## src/hdl/ubs_pkg.sv

```systemverilog
// ubs_pkg: shared types, constants and byte classification for the utf-8 byte sanitizer
// no dependencies

package ubs_pkg;

  localparam int unsigned ByteW    = 8;
  localparam int unsigned LenW     = 3;
  localparam int unsigned AddrW    = 3;
  localparam int unsigned DataW    = 32;
  localparam int unsigned InDepth  = 2;
  localparam int unsigned OutDepth = 2;

  // register index codes (taken from paddr[2])
  localparam logic RegReplacement = 1'b0;

  localparam logic [ByteW-1:0] ReplReset = 8'h3F;

  localparam logic [ByteW-1:0] Mask1    = 8'h80;
  localparam logic [ByteW-1:0] Mask2    = 8'hE0;
  localparam logic [ByteW-1:0] Mask3    = 8'hF0;
  localparam logic [ByteW-1:0] Mask4    = 8'hF8;
  localparam logic [ByteW-1:0] Lead2    = 8'hC0;
  localparam logic [ByteW-1:0] Lead3    = 8'hE0;
  localparam logic [ByteW-1:0] Lead4    = 8'hF0;
  localparam logic [ByteW-1:0] ContMask = 8'hC0;
  localparam logic [ByteW-1:0] ContVal  = 8'h80;

  // classified input word
  typedef struct packed {
    logic [ByteW-1:0] data;
    logic [LenW-1:0]  len;
    logic             cont;
    logic             last;
  } class_word_t;

  // result word
  typedef struct packed {
    logic [ByteW-1:0] data;
    logic             repl;
    logic             run_last;
    logic             text_done;
  } result_word_t;

  function automatic logic [LenW-1:0] seq_len(input logic [ByteW-1:0] b);
    logic [LenW-1:0] l;
    l = 3'd0;
    if ((b & Mask1) == 8'h00) l = 3'd1;
    else if ((b & Mask2) == Lead2) l = 3'd2;
    else if ((b & Mask3) == Lead3) l = 3'd3;
    else if ((b & Mask4) == Lead4) l = 3'd4;
    return l;
  endfunction

  function automatic logic is_cont(input logic [ByteW-1:0] b);
    return (b & ContMask) == ContVal;
  endfunction

  // unfinished but so far good sequence of cnt bytes
  function automatic logic held_ok(input logic [LenW-1:0] lead_len, input logic c1,
                                   input logic c2, input logic [LenW-1:0] cnt);
    return (cnt != 3'd0) && (lead_len != 3'd0) && (cnt < lead_len) &&
           ((cnt < 3'd2) || c1) && ((cnt < 3'd3) || c2);
  endfunction

endpackage

```

## src/hdl/ubs_front.sv

```systemverilog
// ubs_front: input queue, classifies each byte on entry
// depends on ubs_pkg

module ubs_front
  import ubs_pkg::*;
#(
  parameter int unsigned DEPTH = InDepth
) (
  input  logic              clk,
  input  logic              rst,
  input  logic              push,
  input  logic [ByteW-1:0]  data_byte,
  input  logic              end_of_text,
  output logic              full,
  input  logic              take,
  output logic              word_valid,
  output class_word_t       word
);

  localparam int unsigned PtrW = (DEPTH > 1) ? $clog2(DEPTH) : 1;
  localparam int unsigned CntW = $clog2(DEPTH + 1);

  class_word_t         mem [DEPTH];
  logic [PtrW-1:0]     wr_ptr;
  logic [PtrW-1:0]     rd_ptr;
  logic [CntW-1:0]     count;
  logic                do_push;
  logic                do_pop;
  class_word_t         in_word;

  assign full       = (count == CntW'(DEPTH));
  assign word_valid = (count != '0);
  assign word       = mem[rd_ptr];
  assign do_push    = push && !full;
  assign do_pop     = take && word_valid;

  always_comb begin
    in_word.data = data_byte;
    in_word.len  = seq_len(data_byte);
    in_word.cont = is_cont(data_byte);
    in_word.last = end_of_text;
  end

  always_ff @(posedge clk) begin
    if (do_push) begin
      mem[wr_ptr] <= in_word;
    end
  end

  always_ff @(posedge clk) begin
    if (rst) begin
      wr_ptr <= '0;
      rd_ptr <= '0;
      count  <= '0;
    end else begin
      if (do_push) begin
        wr_ptr <= (wr_ptr == PtrW'(DEPTH - 1)) ? '0 : wr_ptr + 1'b1;
      end
      if (do_pop) begin
        rd_ptr <= (rd_ptr == PtrW'(DEPTH - 1)) ? '0 : rd_ptr + 1'b1;
      end
      if (do_push && !do_pop) begin
        count <= count + 1'b1;
      end else if (do_pop && !do_push) begin
        count <= count - 1'b1;
      end
    end
  end

endmodule

```

## src/hdl/ubs_back.sv

```systemverilog
// ubs_back: sequence buffer and resolver, one result per cycle unless holding or out_room is low
// depends on ubs_pkg

module ubs_back
  import ubs_pkg::*;
(
  input  logic              clk,
  input  logic              rst,
  input  logic              in_valid,
  input  class_word_t       in_word,
  output logic              in_take,
  input  logic [ByteW-1:0]  repl_byte,
  input  logic              out_room,
  output logic              res_valid,
  output result_word_t      res_word
);

  logic [ByteW-1:0] hold_data [4];
  logic [LenW-1:0]  hold_len  [4];
  logic             hold_cont [4];
  logic [LenW-1:0]  hold_n;
  logic [1:0]       copy_rem;
  logic             endf;
  logic             busy;

  logic [ByteW-1:0] rem_data [4];
  logic [LenW-1:0]  rem_len  [4];
  logic             rem_cont [4];
  logic [LenW-1:0]  rem_n;

  logic [ByteW-1:0] base_data [4];
  logic [LenW-1:0]  base_len  [4];
  logic             base_cont [4];
  logic [LenW-1:0]  base_n;

  logic [ByteW-1:0] new_data [4];
  logic [LenW-1:0]  new_len  [4];
  logic             new_cont [4];
  logic [LenW-1:0]  new_n;
  logic             new_busy;

  logic             bad;
  logic             act_emit;
  logic             act_repl;
  logic [1:0]       copy_next;
  logic             emit;
  logic             last;
  logic             hold_case;
  logic [LenW-1:0]  len0;

  always_comb begin
    len0 = hold_len[0];
    bad  = (len0 == 3'd0) ||
           ((hold_n >= 3'd2) && (len0 >= 3'd2) && !hold_cont[1]) ||
           ((hold_n >= 3'd3) && (len0 >= 3'd3) && !hold_cont[2]) ||
           ((hold_n >= 3'd4) && (len0 >= 3'd4) && !hold_cont[3]);
    act_emit  = 1'b1;
    act_repl  = 1'b0;
    copy_next = 2'd0;
    if (copy_rem != 2'd0) begin
      copy_next = copy_rem - 2'd1;
    end else if (bad) begin
      act_repl = 1'b1;
    end else if (hold_n >= len0) begin
      copy_next = 2'(len0 - 3'd1);
    end else if (endf) begin
      act_repl = 1'b1;
    end else begin
      act_emit = 1'b0;
    end
  end

  // remainder after the front byte leaves
  always_comb begin
    for (int i = 0; i < 3; i++) begin
      rem_data[i] = hold_data[i+1];
      rem_len[i]  = hold_len[i+1];
      rem_cont[i] = hold_cont[i+1];
    end
    rem_data[3] = hold_data[3];
    rem_len[3]  = hold_len[3];
    rem_cont[3] = hold_cont[3];
    rem_n = (hold_n == 3'd0) ? 3'd0 : hold_n - 3'd1;
  end

  assign emit      = busy && act_emit && out_room;
  assign hold_case = busy && !act_emit;
  assign last      = (rem_n == 3'd0) ||
                     ((copy_next == 2'd0) && !endf &&
                      held_ok(rem_len[0], rem_cont[1], rem_cont[2], rem_n));
  assign in_take   = in_valid && (!busy || (emit && last) || hold_case);

  // append the incoming byte
  always_comb begin
    if (emit) begin
      base_data = rem_data;
      base_len  = rem_len;
      base_cont = rem_cont;
      base_n    = rem_n;
    end else begin
      base_data = hold_data;
      base_len  = hold_len;
      base_cont = hold_cont;
      base_n    = hold_n;
    end
    for (int i = 0; i < 4; i++) begin
      if (base_n == 3'(i)) begin
        new_data[i] = in_word.data;
        new_len[i]  = in_word.len;
        new_cont[i] = in_word.cont;
      end else begin
        new_data[i] = base_data[i];
        new_len[i]  = base_len[i];
        new_cont[i] = base_cont[i];
      end
    end
    new_n    = base_n + 3'd1;
    new_busy = !(held_ok(new_len[0], new_cont[1], new_cont[2], new_n) && !in_word.last);
  end

  assign res_valid          = emit;
  assign res_word.data      = act_repl ? repl_byte : hold_data[0];
  assign res_word.repl      = act_repl;
  assign res_word.run_last  = last;
  assign res_word.text_done = last && endf;

  always_ff @(posedge clk) begin
    if (in_take) begin
      hold_data <= new_data;
      hold_len  <= new_len;
      hold_cont <= new_cont;
    end else if (emit) begin
      hold_data <= rem_data;
      hold_len  <= rem_len;
      hold_cont <= rem_cont;
    end
  end

  always_ff @(posedge clk) begin
    if (rst) begin
      hold_n   <= '0;
      copy_rem <= '0;
      endf     <= 1'b0;
      busy     <= 1'b0;
    end else if (in_take) begin
      hold_n   <= new_n;
      copy_rem <= 2'd0;
      endf     <= in_word.last;
      busy     <= new_busy;
    end else if (emit) begin
      hold_n   <= rem_n;
      copy_rem <= copy_next;
      busy     <= !last;
      if (last) begin
        endf <= 1'b0;
      end
    end else if (hold_case) begin
      busy <= 1'b0;
    end
  end

endmodule

```

## src/hdl/ubs_outq.sv

```systemverilog
// ubs_outq: result queue in front of the pop side
// depends on ubs_pkg

module ubs_outq
  import ubs_pkg::*;
#(
  parameter int unsigned DEPTH = OutDepth
) (
  input  logic          clk,
  input  logic          rst,
  input  logic          wr_en,
  input  result_word_t  wr_word,
  output logic          room,
  input  logic          pop,
  output logic          empty,
  output result_word_t  rd_word
);

  localparam int unsigned PtrW = (DEPTH > 1) ? $clog2(DEPTH) : 1;
  localparam int unsigned CntW = $clog2(DEPTH + 1);

  result_word_t     mem [DEPTH];
  logic [PtrW-1:0]  wr_ptr;
  logic [PtrW-1:0]  rd_ptr;
  logic [CntW-1:0]  count;
  logic             do_wr;
  logic             do_pop;

  assign room    = (count != CntW'(DEPTH));
  assign empty   = (count == '0);
  assign rd_word = mem[rd_ptr];
  assign do_wr   = wr_en && room;
  assign do_pop  = pop && !empty;

  always_ff @(posedge clk) begin
    if (do_wr) begin
      mem[wr_ptr] <= wr_word;
    end
  end

  always_ff @(posedge clk) begin
    if (rst) begin
      wr_ptr <= '0;
      rd_ptr <= '0;
      count  <= '0;
    end else begin
      if (do_wr) begin
        wr_ptr <= (wr_ptr == PtrW'(DEPTH - 1)) ? '0 : wr_ptr + 1'b1;
      end
      if (do_pop) begin
        rd_ptr <= (rd_ptr == PtrW'(DEPTH - 1)) ? '0 : rd_ptr + 1'b1;
      end
      if (do_wr && !do_pop) begin
        count <= count + 1'b1;
      end else if (do_pop && !do_wr) begin
        count <= count - 1'b1;
      end
    end
  end

endmodule

```

## src/hdl/utf8_byte_sanitizer.sv

```systemverilog
// utf8_byte_sanitizer: top level, configuration register and the three parts
// depends on ubs_pkg, ubs_front, ubs_back, ubs_outq
//
// channel   handshake             payload
// input     push / full           data_byte, end_of_text
// result    empty / pop           out_byte, was_replaced, run_last, text_done
// config    psel/penable/pwrite   paddr, pwdata, prdata (replacement_byte at 0x0)
//
// the back end makes one result per cycle while the result queue has room; a plain byte is taken
// in the cycle of the previous word's last result, and its result passes through the input queue,
// the held-sequence buffer and the result queue on its way to the pop side; a byte held in an
// unfinished sequence is taken with no result, so the input queue fills under multi-byte text
// a word that undoes a held sequence bursts up to four results while the input waits
// synchronous active-high reset empties both queues and the held sequence

module utf8_byte_sanitizer
  import ubs_pkg::*;
#(
  parameter int unsigned IN_DEPTH  = InDepth,
  parameter int unsigned OUT_DEPTH = OutDepth
) (
  input  logic              clk,
  input  logic              rst,
  // input queue side
  input  logic              push,
  output logic              full,
  input  logic [ByteW-1:0]  data_byte,
  input  logic              end_of_text,
  // result queue side
  output logic              empty,
  input  logic              pop,
  output logic [ByteW-1:0]  out_byte,
  output logic              was_replaced,
  output logic              run_last,
  output logic              text_done,
  // configuration port
  input  logic              psel,
  input  logic              penable,
  input  logic              pwrite,
  input  logic [AddrW-1:0]  paddr,
  input  logic [DataW-1:0]  pwdata,
  output logic [DataW-1:0]  prdata,
  output logic              pready
);

  logic [ByteW-1:0] replacement_byte;
  logic             cfg_wr;

  class_word_t      front_word;
  logic             front_valid;
  logic             back_take;
  result_word_t     back_word;
  logic             back_valid;
  logic             q_room;
  result_word_t     q_word;

  // single register, decoded on the word address bit
  assign pready = 1'b1;
  assign cfg_wr = psel && penable && pwrite && pready;

  always_ff @(posedge clk) begin
    if (rst) begin
      replacement_byte <= ReplReset;
    end else if (cfg_wr && (paddr[2] == RegReplacement)) begin
      replacement_byte <= pwdata[ByteW-1:0];
    end
  end

  always_comb begin
    prdata = '0;
    if (paddr[2] == RegReplacement) begin
      prdata = {{(DataW-ByteW){1'b0}}, replacement_byte};
    end
  end

  // front: accept and classify each byte
  ubs_front #(
    .DEPTH (IN_DEPTH)
  ) u_front (
    .clk         (clk),
    .rst         (rst),
    .push        (push),
    .data_byte   (data_byte),
    .end_of_text (end_of_text),
    .full        (full),
    .take        (back_take),
    .word_valid  (front_valid),
    .word        (front_word)
  );

  // back: hold unfinished sequences, copy or replace one byte a cycle while the result queue has room
  ubs_back u_back (
    .clk       (clk),
    .rst       (rst),
    .in_valid  (front_valid),
    .in_word   (front_word),
    .in_take   (back_take),
    .repl_byte (replacement_byte),
    .out_room  (q_room),
    .res_valid (back_valid),
    .res_word  (back_word)
  );

  // result queue decouples the pop side
  ubs_outq #(
    .DEPTH (OUT_DEPTH)
  ) u_outq (
    .clk     (clk),
    .rst     (rst),
    .wr_en   (back_valid),
    .wr_word (back_word),
    .room    (q_room),
    .pop     (pop),
    .empty   (empty),
    .rd_word (q_word)
  );

  assign out_byte     = q_word.data;
  assign was_replaced = q_word.repl;
  assign run_last     = q_word.run_last;
  assign text_done    = q_word.text_done;

endmodule

```

## config.mk

```make
export PLATFORM = sky130hd
export DESIGN_NAME = utf8_byte_sanitizer
export DESIGN_NICKNAME = d
export VERILOG_FILES = /design/src/hdl/ubs_pkg.sv /design/src/hdl/ubs_front.sv /design/src/hdl/ubs_back.sv /design/src/hdl/ubs_outq.sv /design/src/hdl/utf8_byte_sanitizer.sv
export SDC_FILE = /design/constraint.sdc
export NUM_CORES = 1
export LEC_CHECK = 0
export ABC_CLOCK_PERIOD_IN_PS = 3760
export BUFFER_PORTS_ARGS = -buffer_cell sky130_fd_sc_hd__buf_4
export CORE_UTILIZATION = 40
export DETAILED_ROUTE_END_ITERATION = 16
export SLEW_MARGIN = 20
export SYNTH_ARGS = -nofsm -noshare
export SYNTH_HDL_FRONTEND = slang
export SYNTH_SLANG_ARGS = --single-unit
export TNS_END_PERCENT = 10
```

## constraint.sdc

```tcl
create_clock -name clk -period 3.76 [get_ports clk]
set_input_delay 0.564 -clock clk [delete_from_list [all_inputs] [get_ports clk]]
set_output_delay 0.564 -clock clk [all_outputs]
set_load 0.1 [all_outputs]
```

==> results.md, run 1 <==
* Status: completed
* R2r setup slk at 0.22 ns
* Met2 usage at 28.0%
* Period minus WS final at 3.54 ns
* Hold Path End: u_front.mem[1][7]
* Die extent in y at 124 um
* Die area at 15,400 um2
* Setup CP Type: flop to flop
* Worst Reg-to-Reg Cells at 19
* Yosys cell types at 60
* First-pass GRT wire length at 20.3 mm
* Area grow syn2layout at 19.7%
* Ys Warns at 0
* I/O Buffers at 45
* Yosys top cell by area: edfxtp_1
* Busiest grt layer: met2
* Root Buffer: clkbuf_16
* Total GRT Usage at 17.8%
* Final setup TNS at 0 ns
* Sequential-to-total area share from yosys stat at 50.4%
* Critical-path cell list: inv_2, ha_1, a21o_1, a31oi_2, nand2_2, o211ai_4, inv_2, mux2_2, inv_1, ha_4, nand2b_1, nor2_1, a21oi_1, nor2_1, nor2_1, ha_1, or3_1, a311oi_2, o22ai_1
* Reg-to-reg startpoint: u_back.len0[2]
* # hold bufs at CTS at 0
* Worst Skew at 0.0125 ns
* Vias in the first global route at 4,012
* Pre-antenna DRT Iters at 5
* Final hold vios at 0
* Remaining Overflow, GRT at 0
* WP buf/inv at 3
* Required time of the critical path at 4.05 ns
* Worst Hold Class: primary input to flop
* Post-Syn Instances at 548
* Clock latency on the worst-skew pair at 0.42 ns
* Most common cell after layout, fill and taps aside: mux2i_1
* Mapped Avg Cell Area at 10.9 um2
* Max Clock Freq at 282 MHz
* Footprint of the multi-input gates at 2710 um2
* Core ar. at 14,500 um2
* Startpoint of the worst hold path: data_byte[2]
* Remaining DRCs at 0
* Grt met3 use at 4.67%
* Worst stage delay on the critical path at 0.37 ns
* Reg clk slew, reported paths at 0.06 ns
* Worst slew pin tran at 0.657 ns
* Post-DP HPWL at 8.80 mm
* CP endpoint kind: flop
* Share of cells above drive strength 1 at 22.0%
* # diodes at 0
* Slew margin rel. at 56.2%
* Ys flop type: edfxtp_1
* CP Launch Type: flop
* Routability Congestion at 0.877
* Num CTS Buffers at 17
* Top cell type's share of synthesized area at 30.3%
* First DRT Iteration DRCs at 270
* CTS sink cnt at 120
* Post-synth EDFFs at 60
* WL per Instance at 15.8 um
* Vias at 4,166
* Placement row count at 44
* Commonest cells after routing, fill and taps aside: mux2i_1, buf_4, edfxtp_1, dfxtp_1, nand2_1
* Largest net degree at the start of global routing at 35
* MaxCap Viol Count at 0
* RSZ-0062 raised after global routing: no
* Worst-path fanout max at 4
* Layout fillers at 1,295
* Crit path max-delay cell type: dfxtp_2
* Grt met1 use at 22.9%
* Most used cell, CP: nor2_1
* Top delay family on crit path: compound AO/OA/AOI/OAI gates
* Worst r2r dst: u_back.busy
* H-tree depth at 4
* Initial antenna violation count at 0
* Routed vias/inst at 5.16
* Die W at 124 um
* Slew Limit Fails at 0
* Final WL at 12.8 mm
* Ranking of synthesized cells by area: edfxtp_1, dfxtp_1, mux2i_1
* Synth Register Bits at 120
* Initial Utilization at 41.0%
* CTS tree: yes
* I/O pins at 97
* Critical Path AT at 3.83 ns
* FF/Latch Area at 3010 um2
* Final net count at 681
* Syn Std Cell Area at 5960 um2
* Final ANT Viol Nets at 0
* Max clock buf depth at 2
* WHS Path Cells at 1
* Asr flop ratio synth at 0%
* Setup violations, final at 0
* Tcrit/Tclk final at 94.2%
## final cells by class
| class | instances | area share, % |
|---|---|---|
| repair buffers | 68 | 7.16 |
| inverters | 22 | 1.16 |
| multi-input cells | 382 | 38.0 |
| flip-flops and latches | 120 | 42.2 |
| clock buffers | 22 | 6.51 |
| well taps | 184 | 3.23 |
| clock inverters | 10 | 1.76 |
## cells in the mapped netlist (2+ instances only)
cell type and n:
inv_2 2, mux2i_1 73, o211ai_1 3, dfxtp_1 60, ha_1 19, and2_1 2
o22ai_1 3, inv_1 19, a21o_1 2, a31oi_1 2, edfxtp_1 60, nand3_1 11
buf_4 26, a31o_2 2, o21ai_1 2, conb_1 2, buf_6 2, a21oi_1 23
a221oi_1 2, nand2_1 55, and3_1 4, mux2_2 19, clkbuf_1 11, o31ai_1 2
nand4b_1 2, nor2_1 47, nor2b_1 13, nand2b_1 6, nor4_1 2, nand3b_1 6
xor2_1 6, o21ai_0 11, a211oi_1 4, nor4b_4 2, or3_1 5, nor3_1 8
buf_2 7
## how the worst max path moves through the flow
| stage | startpoint | endpoint | slack (ns) | depth (start not counted) |
|---|---|---|---|---|
| after floorplan | u_back.hold_n[0] | u_back.busy | 0.23 | 20 |
| after global placement | u_back.len0[0] | u_back.busy | 0.04 | 18 |
| after detailed placement | u_back.len0[0] | u_back.busy | 0.02 | 18 |
| after CTS | u_back.len0[0] | u_back.busy | 0.003 | 18 |
| after global routing | u_back.len0[2] | u_back.busy | 0.005 | 19 |
| final | u_back.len0[2] | u_back.busy | 0.22 | 19 |
## state kept, by name (all words and copies together), names as in the netlist, 2 cells and up, named ones only
signal,cells
u_back.hold_cont,3
u_back.len0,3
u_front.mem,26
replacement_byte,8
u_front.count,2
u_back.hold_data,32
u_back.hold_n,3
u_outq.mem,22
u_outq.count,2
u_back.hold_len,9
u_back.copy_rem,2
## through the flow
| stage | area [um2] | std cells | util (%) | setup slack (ns) | hold slack (ns) |
|---|---|---|---|---|---|
| after floorplan | 6040 | 571 | - | 0.227 | 0.445 |
| after global placement | 6480 | 776 | 44.6 | 0.0443 | 0.459 |
| after detailed placement | 6480 | 776 | 44.6 | 0.0192 | 0.477 |
| after CTS | 7070 | 808 | 48.7 | 0.00283 | 0.312 |
| after global routing | 7130 | 808 | 49.0 | 0.00509 | 0.314 |
| final | 7130 | 808 | 49.0 | 0.219 | 0.333 |
## cells by family (layout without fill, tap and decap cells)
| logic type | Yosys count | count (layout) | synth area share (%) |
|---|---|---|---|
| compound gates | 69 | 69 | 7.82 |
| buf+inv | 69 | 122 | 6.39 |
| simple gates | 169 | 169 | 14.1 |
| other cells | 2 | 25 | 0.126 |
| mux | 93 | 93 | 16.1 |
| fa+ha+maj | 19 | 19 | 3.99 |
| flops | 120 | 120 | 50.4 |
| xor+xnor | 7 | 7 | 1.03 |
## repair_timing
item,in CTS,in global routing
resized for setup,0,13
setup buffers,0,0
setup endpoints to repair,0,1
## per-layer routing
metal | vias to the layer above | wire (um)
met5 | - | 0
met4 | 0 | 122
met3 | 15 | 640
met2 | 126 | 6040
met1 | 1996 | 5980
li1 | 2029 | -
Power of run 1 is not shown: default switching activity piles up to over one toggle a cycle in this logic, so the estimate is an artifact.
==> run 2, diff against run 1 <==
--- a/config.mk
+++ b/config.mk
@@ -8,7 +8,9 @@
 export ABC_CLOCK_PERIOD_IN_PS = 3760
 export BUFFER_PORTS_ARGS = -buffer_cell sky130_fd_sc_hd__buf_4
 export CORE_UTILIZATION = 40
+export CTS_BUF_LIST = sky130_fd_sc_hd__clkbuf_4 sky130_fd_sc_hd__clkbuf_8
 export DETAILED_ROUTE_END_ITERATION = 16
+export HOLD_SLACK_MARGIN = 0.08
 export SLEW_MARGIN = 20
 export SYNTH_ARGS = -nofsm -noshare
 export SYNTH_HDL_FRONTEND = slang
==> results.md, run 2 (synthesized netlist as in run 1, its figures left out) <==
* Max FFs per register at 32
* Vias at 4,175
* Worst Skew at 0.0172 ns
* Critical-path cell list: ha_1, nor3b_1, o31ai_2, a21o_1, o211ai_4, inv_2, mux2_2, inv_1, ha_4, nand2b_1, nor2_1, a21oi_1, nor2_1, nor2_1, ha_1, or3_1, a311oi_2, o22ai_1
* Post-DP HPWL at 8.80 mm
* Core ar. at 14,500 um2
* Worst stage delay on the critical path at 0.41 ns
* Top reg by flops: u_back.hold_data
* CTS sink cnt at 120
* CP endpoint kind: flop
* Placement-stage cell area at 6480 um2
* Layout Cells excl Fill at 808
* Critical Path AT at 3.90 ns
* Routability Congestion at 0.877
* Remaining Overflow, GRT at 0
* MaxCap Viol Count at 0
* Tcrit/Tclk final at 94.9%
* I/O pins at 97
* Share of cells above drive strength 1 at 22.3%
* Initial Utilization at 41.0%
* Clock latency on the worst-skew pair at 0.45 ns
* Final setup TNS at 0 ns
* Biggest regs: u_back.hold_data: 32 flops, u_front.mem: 26 flops, u_outq.mem: 22 flops
* Crit path max-delay cell type: dfxtp_2
* Die extent in y at 124 um
* Slew margin rel. at 56.4%
* Commonest cells after routing, fill and taps aside: mux2i_1, buf_4, edfxtp_1, dfxtp_1, nand2_1
* CP Launch Type: flop
* Cell area after layout at 6960 um2
* Required time of the critical path at 4.09 ns
* WP buf/inv at 2
* Root Buffer: clkbuf_8
* Area grow syn2layout at 16.8%
* Placement row count at 44
* Num CTS Buffers at 17
* # diodes at 0
* Fin worst setup slack at 0.190 ns
* Initial antenna violation count at 0
* Place WS at 0.0192 ns
* Slew Limit Fails at 0
* First DRT Iteration DRCs at 314
* Reg clk slew, reported paths at 0.08 ns
* Die area at 15,400 um2
* Worst slew pin tran at 0.653 ns
* I/O Buffers at 45
* Largest net degree at the start of global routing at 35
* Routed vias/inst at 5.17
* Final ANT Viol Nets at 0
* # Post-CTS Setup Buffers at 0
* Dpl cells at 776
* Worst-path fanout max at 6
* Most used cell, CP: nor2_1
* Most common cell after layout, fill and taps aside: mux2i_1
* Max Clock Freq at 280 MHz
* Worst Hold Class: primary input to flop
* Remaining DRCs at 0
* Period minus WS final at 3.57 ns
* WL per Instance at 15.8 um
* Final WL at 12.8 mm
* Setup violations, final at 0
* Die W at 124 um
* H-tree depth at 4
* Vias in the first global route at 3,942
* Final net count at 681
* First-pass GRT wire length at 19.9 mm
* CTS tree: yes
* Total GRT Usage at 17.3%
* Pre-antenna DRT Iters at 5
* Top delay family on crit path: compound AO/OA/AOI/OAI gates
* Setup CP Type: flop to flop
* Status: completed
* Max clock buf depth at 2
* RSZ-0062 raised after global routing: no
* Final hold vios at 0
## run 2: final cells by class
type / instances / area (um2)
tap: 184 / 230
sequential: 120 / 3010
timing repair buffer: 68 / 510
clock inverter: 10 / 125
inverter: 22 / 82.6
multi-input combinational: 382 / 2720
clock buffer: 22 / 284
fill: 1319 / 7580
## run 2: metal layers
layer	up-vias	GRT usage, %	share of wire, %
li1	2022	-	-
met1	1977	22.5	47
met2	154	26.8	46
met3	22	4.81	5.5
met4	0	7.74	1.3
met5	-	0	0
## run 2: timing repair
action	CTS	global route
resized for setup	0	13
hold buffers	0	0
setup endpoints to repair	0	1
## run 2: path summary, 6_finish.rpt
check | slack, ns | endpoint | depth (start not counted) | from
worst max-delay path | 0.19 | u_back.busy | 18 | u_back.len0[1]
worst min-delay path | 0.30 | u_front.mem[1][7] | 1 | data_byte[2]
worst max register to register | 0.19 | u_back.busy | 18 | u_back.len0[1]
worst min register to register | 0.48 | replacement_byte[6] | 2 | replacement_byte[6]
## run 2: metrics by stage
step           hold WS, ns  utilization (%)
3_3_place_gp         0.459             44.6
6_report             0.304             47.9
4_1_cts              0.273             47.4
5_1_grt              0.274             47.9
2_1_floorplan        0.445                -
3_5_place_dp         0.477             44.6
Power of run 2 is left out for the same reason.
==> run 3, diff against run 2 <==
--- a/config.mk
+++ b/config.mk
@@ -7,8 +7,10 @@
 export LEC_CHECK = 0
 export ABC_CLOCK_PERIOD_IN_PS = 3760
 export BUFFER_PORTS_ARGS = -buffer_cell sky130_fd_sc_hd__buf_4
+export CORE_ASPECT_RATIO = 0.7
 export CORE_UTILIZATION = 40
 export CTS_BUF_LIST = sky130_fd_sc_hd__clkbuf_4 sky130_fd_sc_hd__clkbuf_8
+export CTS_CLUSTER_DIAMETER = 120
 export DETAILED_ROUTE_END_ITERATION = 16
 export HOLD_SLACK_MARGIN = 0.08
 export SLEW_MARGIN = 20
==> results.md, run 3 (synthesized netlist as in run 1, its figures left out) <==
* I/O pins at 97
* I/O Buffers at 45
* Crit path max-delay cell type: dfxtp_4
* CTS tree: yes
* Area grow syn2layout at 18.5%
* Largest net degree at the start of global routing at 37
* Worst r2r dst: u_back.busy
* Root Buffer: clkbuf_8
* Worst Hold Class: primary input to flop
* Startpoint of the worst hold path: data_byte[2]
* CTS sink cnt at 120
* Routability Congestion at 0.869
* H-tree depth at 4
* Die area at 15,400 um2
* Pre-antenna DRT Iters at 5
* R2r setup slk at 0.23 ns
* Final WL at 13.1 mm
* Worst Skew at 0.0133 ns
* Placement row count at 36
* Share of cells above drive strength 1 at 23.2%
* Core ar. at 14,200 um2
* First DRT Iteration DRCs at 208
* Final ANT Viol Nets at 0
* Period minus WS final at 3.53 ns
* Top sig layer: met4
* WP buf/inv at 4
* Required time of the critical path at 4.06 ns
* MaxCap Viol Count at 0
* Top reg by flops: u_back.hold_data
* Hold slack final at 0.322 ns
* WHS Path Cells at 1
* Num CTS Buffers at 17
* Die extent in y at 104 um
* Worst stage delay on the critical path at 0.37 ns
* Worst slew pin tran at 1.07 ns
* Met1 wire length at 6.54 mm
* First-pass GRT wire length at 20.9 mm
* Vias at 4,172
* Post-DP HPWL at 9.14 mm
* Remaining DRCs at 0
* Most used cell, CP: ha_1
* Reg-to-reg startpoint: u_back.len0[2]
* Total GRT Usage at 17.7%
* RSZ-0062 raised after global routing: no
* Max FFs per register at 32
* Initial Utilization at 41.8%
* Layout fillers at 1,323
* Final hold vios at 0
* Vias in the first global route at 4,055
* WL met3 at 948 um
* Critical Path AT at 3.83 ns
* Biggest regs: u_back.hold_data: 32 flops, u_front.mem: 26 flops, u_outq.mem: 22 flops
* Slew Limit Fails at 0
* Worst Reg-to-Reg Cells at 16
* Setup CP Type: flop to flop
* Critical-path cell list: inv_2, ha_1, a21o_1, a31oi_2, nand2_2, o211ai_4, inv_2, mux2_2, buf_4, ha_1, ha_1, inv_1, ha_1, or3_1, a311oi_2, o22ai_1
* Tcrit/Tclk final at 93.9%
* Most common cell after layout, fill and taps aside: buf_4
* WL per Instance at 15.9 um
* Stages on worst setup path at 16
* CP endpoint kind: flop
* CP Launch Type: flop
* Reg clk slew, reported paths at 0.07 ns
* Setup violations, final at 0
* Final net count at 687
* Metal2 WL at 5.45 mm
* Max clock buf depth at 2
* Max Clock Freq at 283 MHz
* Final setup TNS at 0 ns
* Slew margin rel. at 28.2%
* Initial antenna violation count at 0
* Hold Path End: u_front.mem[1][7]
* Routed vias/inst at 5.09
* Status: completed
* Clock latency on the worst-skew pair at 0.43 ns
* Die W at 148 um
* Commonest cells after routing, fill and taps aside: buf_4, mux2i_1, edfxtp_1, dfxtp_1, nand2_1
* Remaining Overflow, GRT at 0
* Top delay family on crit path: adder cells
* Worst-path fanout max at 4
* # diodes at 0
## run 3: cell count changes in the layout (fill, tap and decap cells not counted), sizes merged
cell,before,now
clkbuf,22,20
bufinv,3,5
clkinv,8,6
clkinvlp,0,1
inv,21,22
buf,68,74
## run 3: worst max-delay path by stage
| stage | from | endpoint | slack [ns] |
|---|---|---|---|
| 2_1_floorplan | u_back.hold_n[0] | u_back.busy | 0.23 |
| 3_3_place_gp | u_back.len0[1] | u_back.busy | 0.06 |
| 3_5_place_dp | u_back.len0[1] | u_back.busy | 0.06 |
| 4_1_cts | u_back.len0[1] | u_back.busy | 0.02 |
| 5_1_grt | u_back.hold_n[0] | u_back.busy | 0.003 |
| 6_report | u_back.len0[2] | u_back.busy | 0.23 |
## run 3: timing repair
action                     4_1_cts  5_1_grt
hold buffers                     0        0
resized for setup                0       13
setup endpoints to repair        0        1
setup buffers                    0        1
## run 3: cell type report
cell class                 count  area [um2]  area share [%]
multi-input combinational    382        2710            38.4
sequential                   120        3010            42.6
clock inverter                12         198            2.80
inverter                      22        82.6            1.17
clock buffer                  20         263            3.72
tap                          190         238            3.37
timing repair buffer          74         556            7.87
## run 3: layer usage
metal / GRT usage [%] / vias up
li1: - / 2044
met1: 25.8 / 1981
met2: 25.3 / 135
met3: 4.78 / 12
met4: 5.52 / 0
met5: 0 / -
## run 3: per-stage QoR
| stage | instances | util, % | setup WS [ns] | cell area (um2) |
|---|---|---|---|---|
| 2_1_floorplan | 571 | - | 0.227 | 6040 |
| 3_3_place_gp | 787 | 45.9 | 0.0619 | 6530 |
| 3_5_place_dp | 787 | 45.9 | 0.0606 | 6530 |
| 4_1_cts | 819 | 49.1 | 0.0217 | 6990 |
| 5_1_grt | 820 | 49.6 | 0.00291 | 7060 |
| 6_report | 820 | 49.6 | 0.230 | 7060 |
Power of run 3 is left out for the same reason.
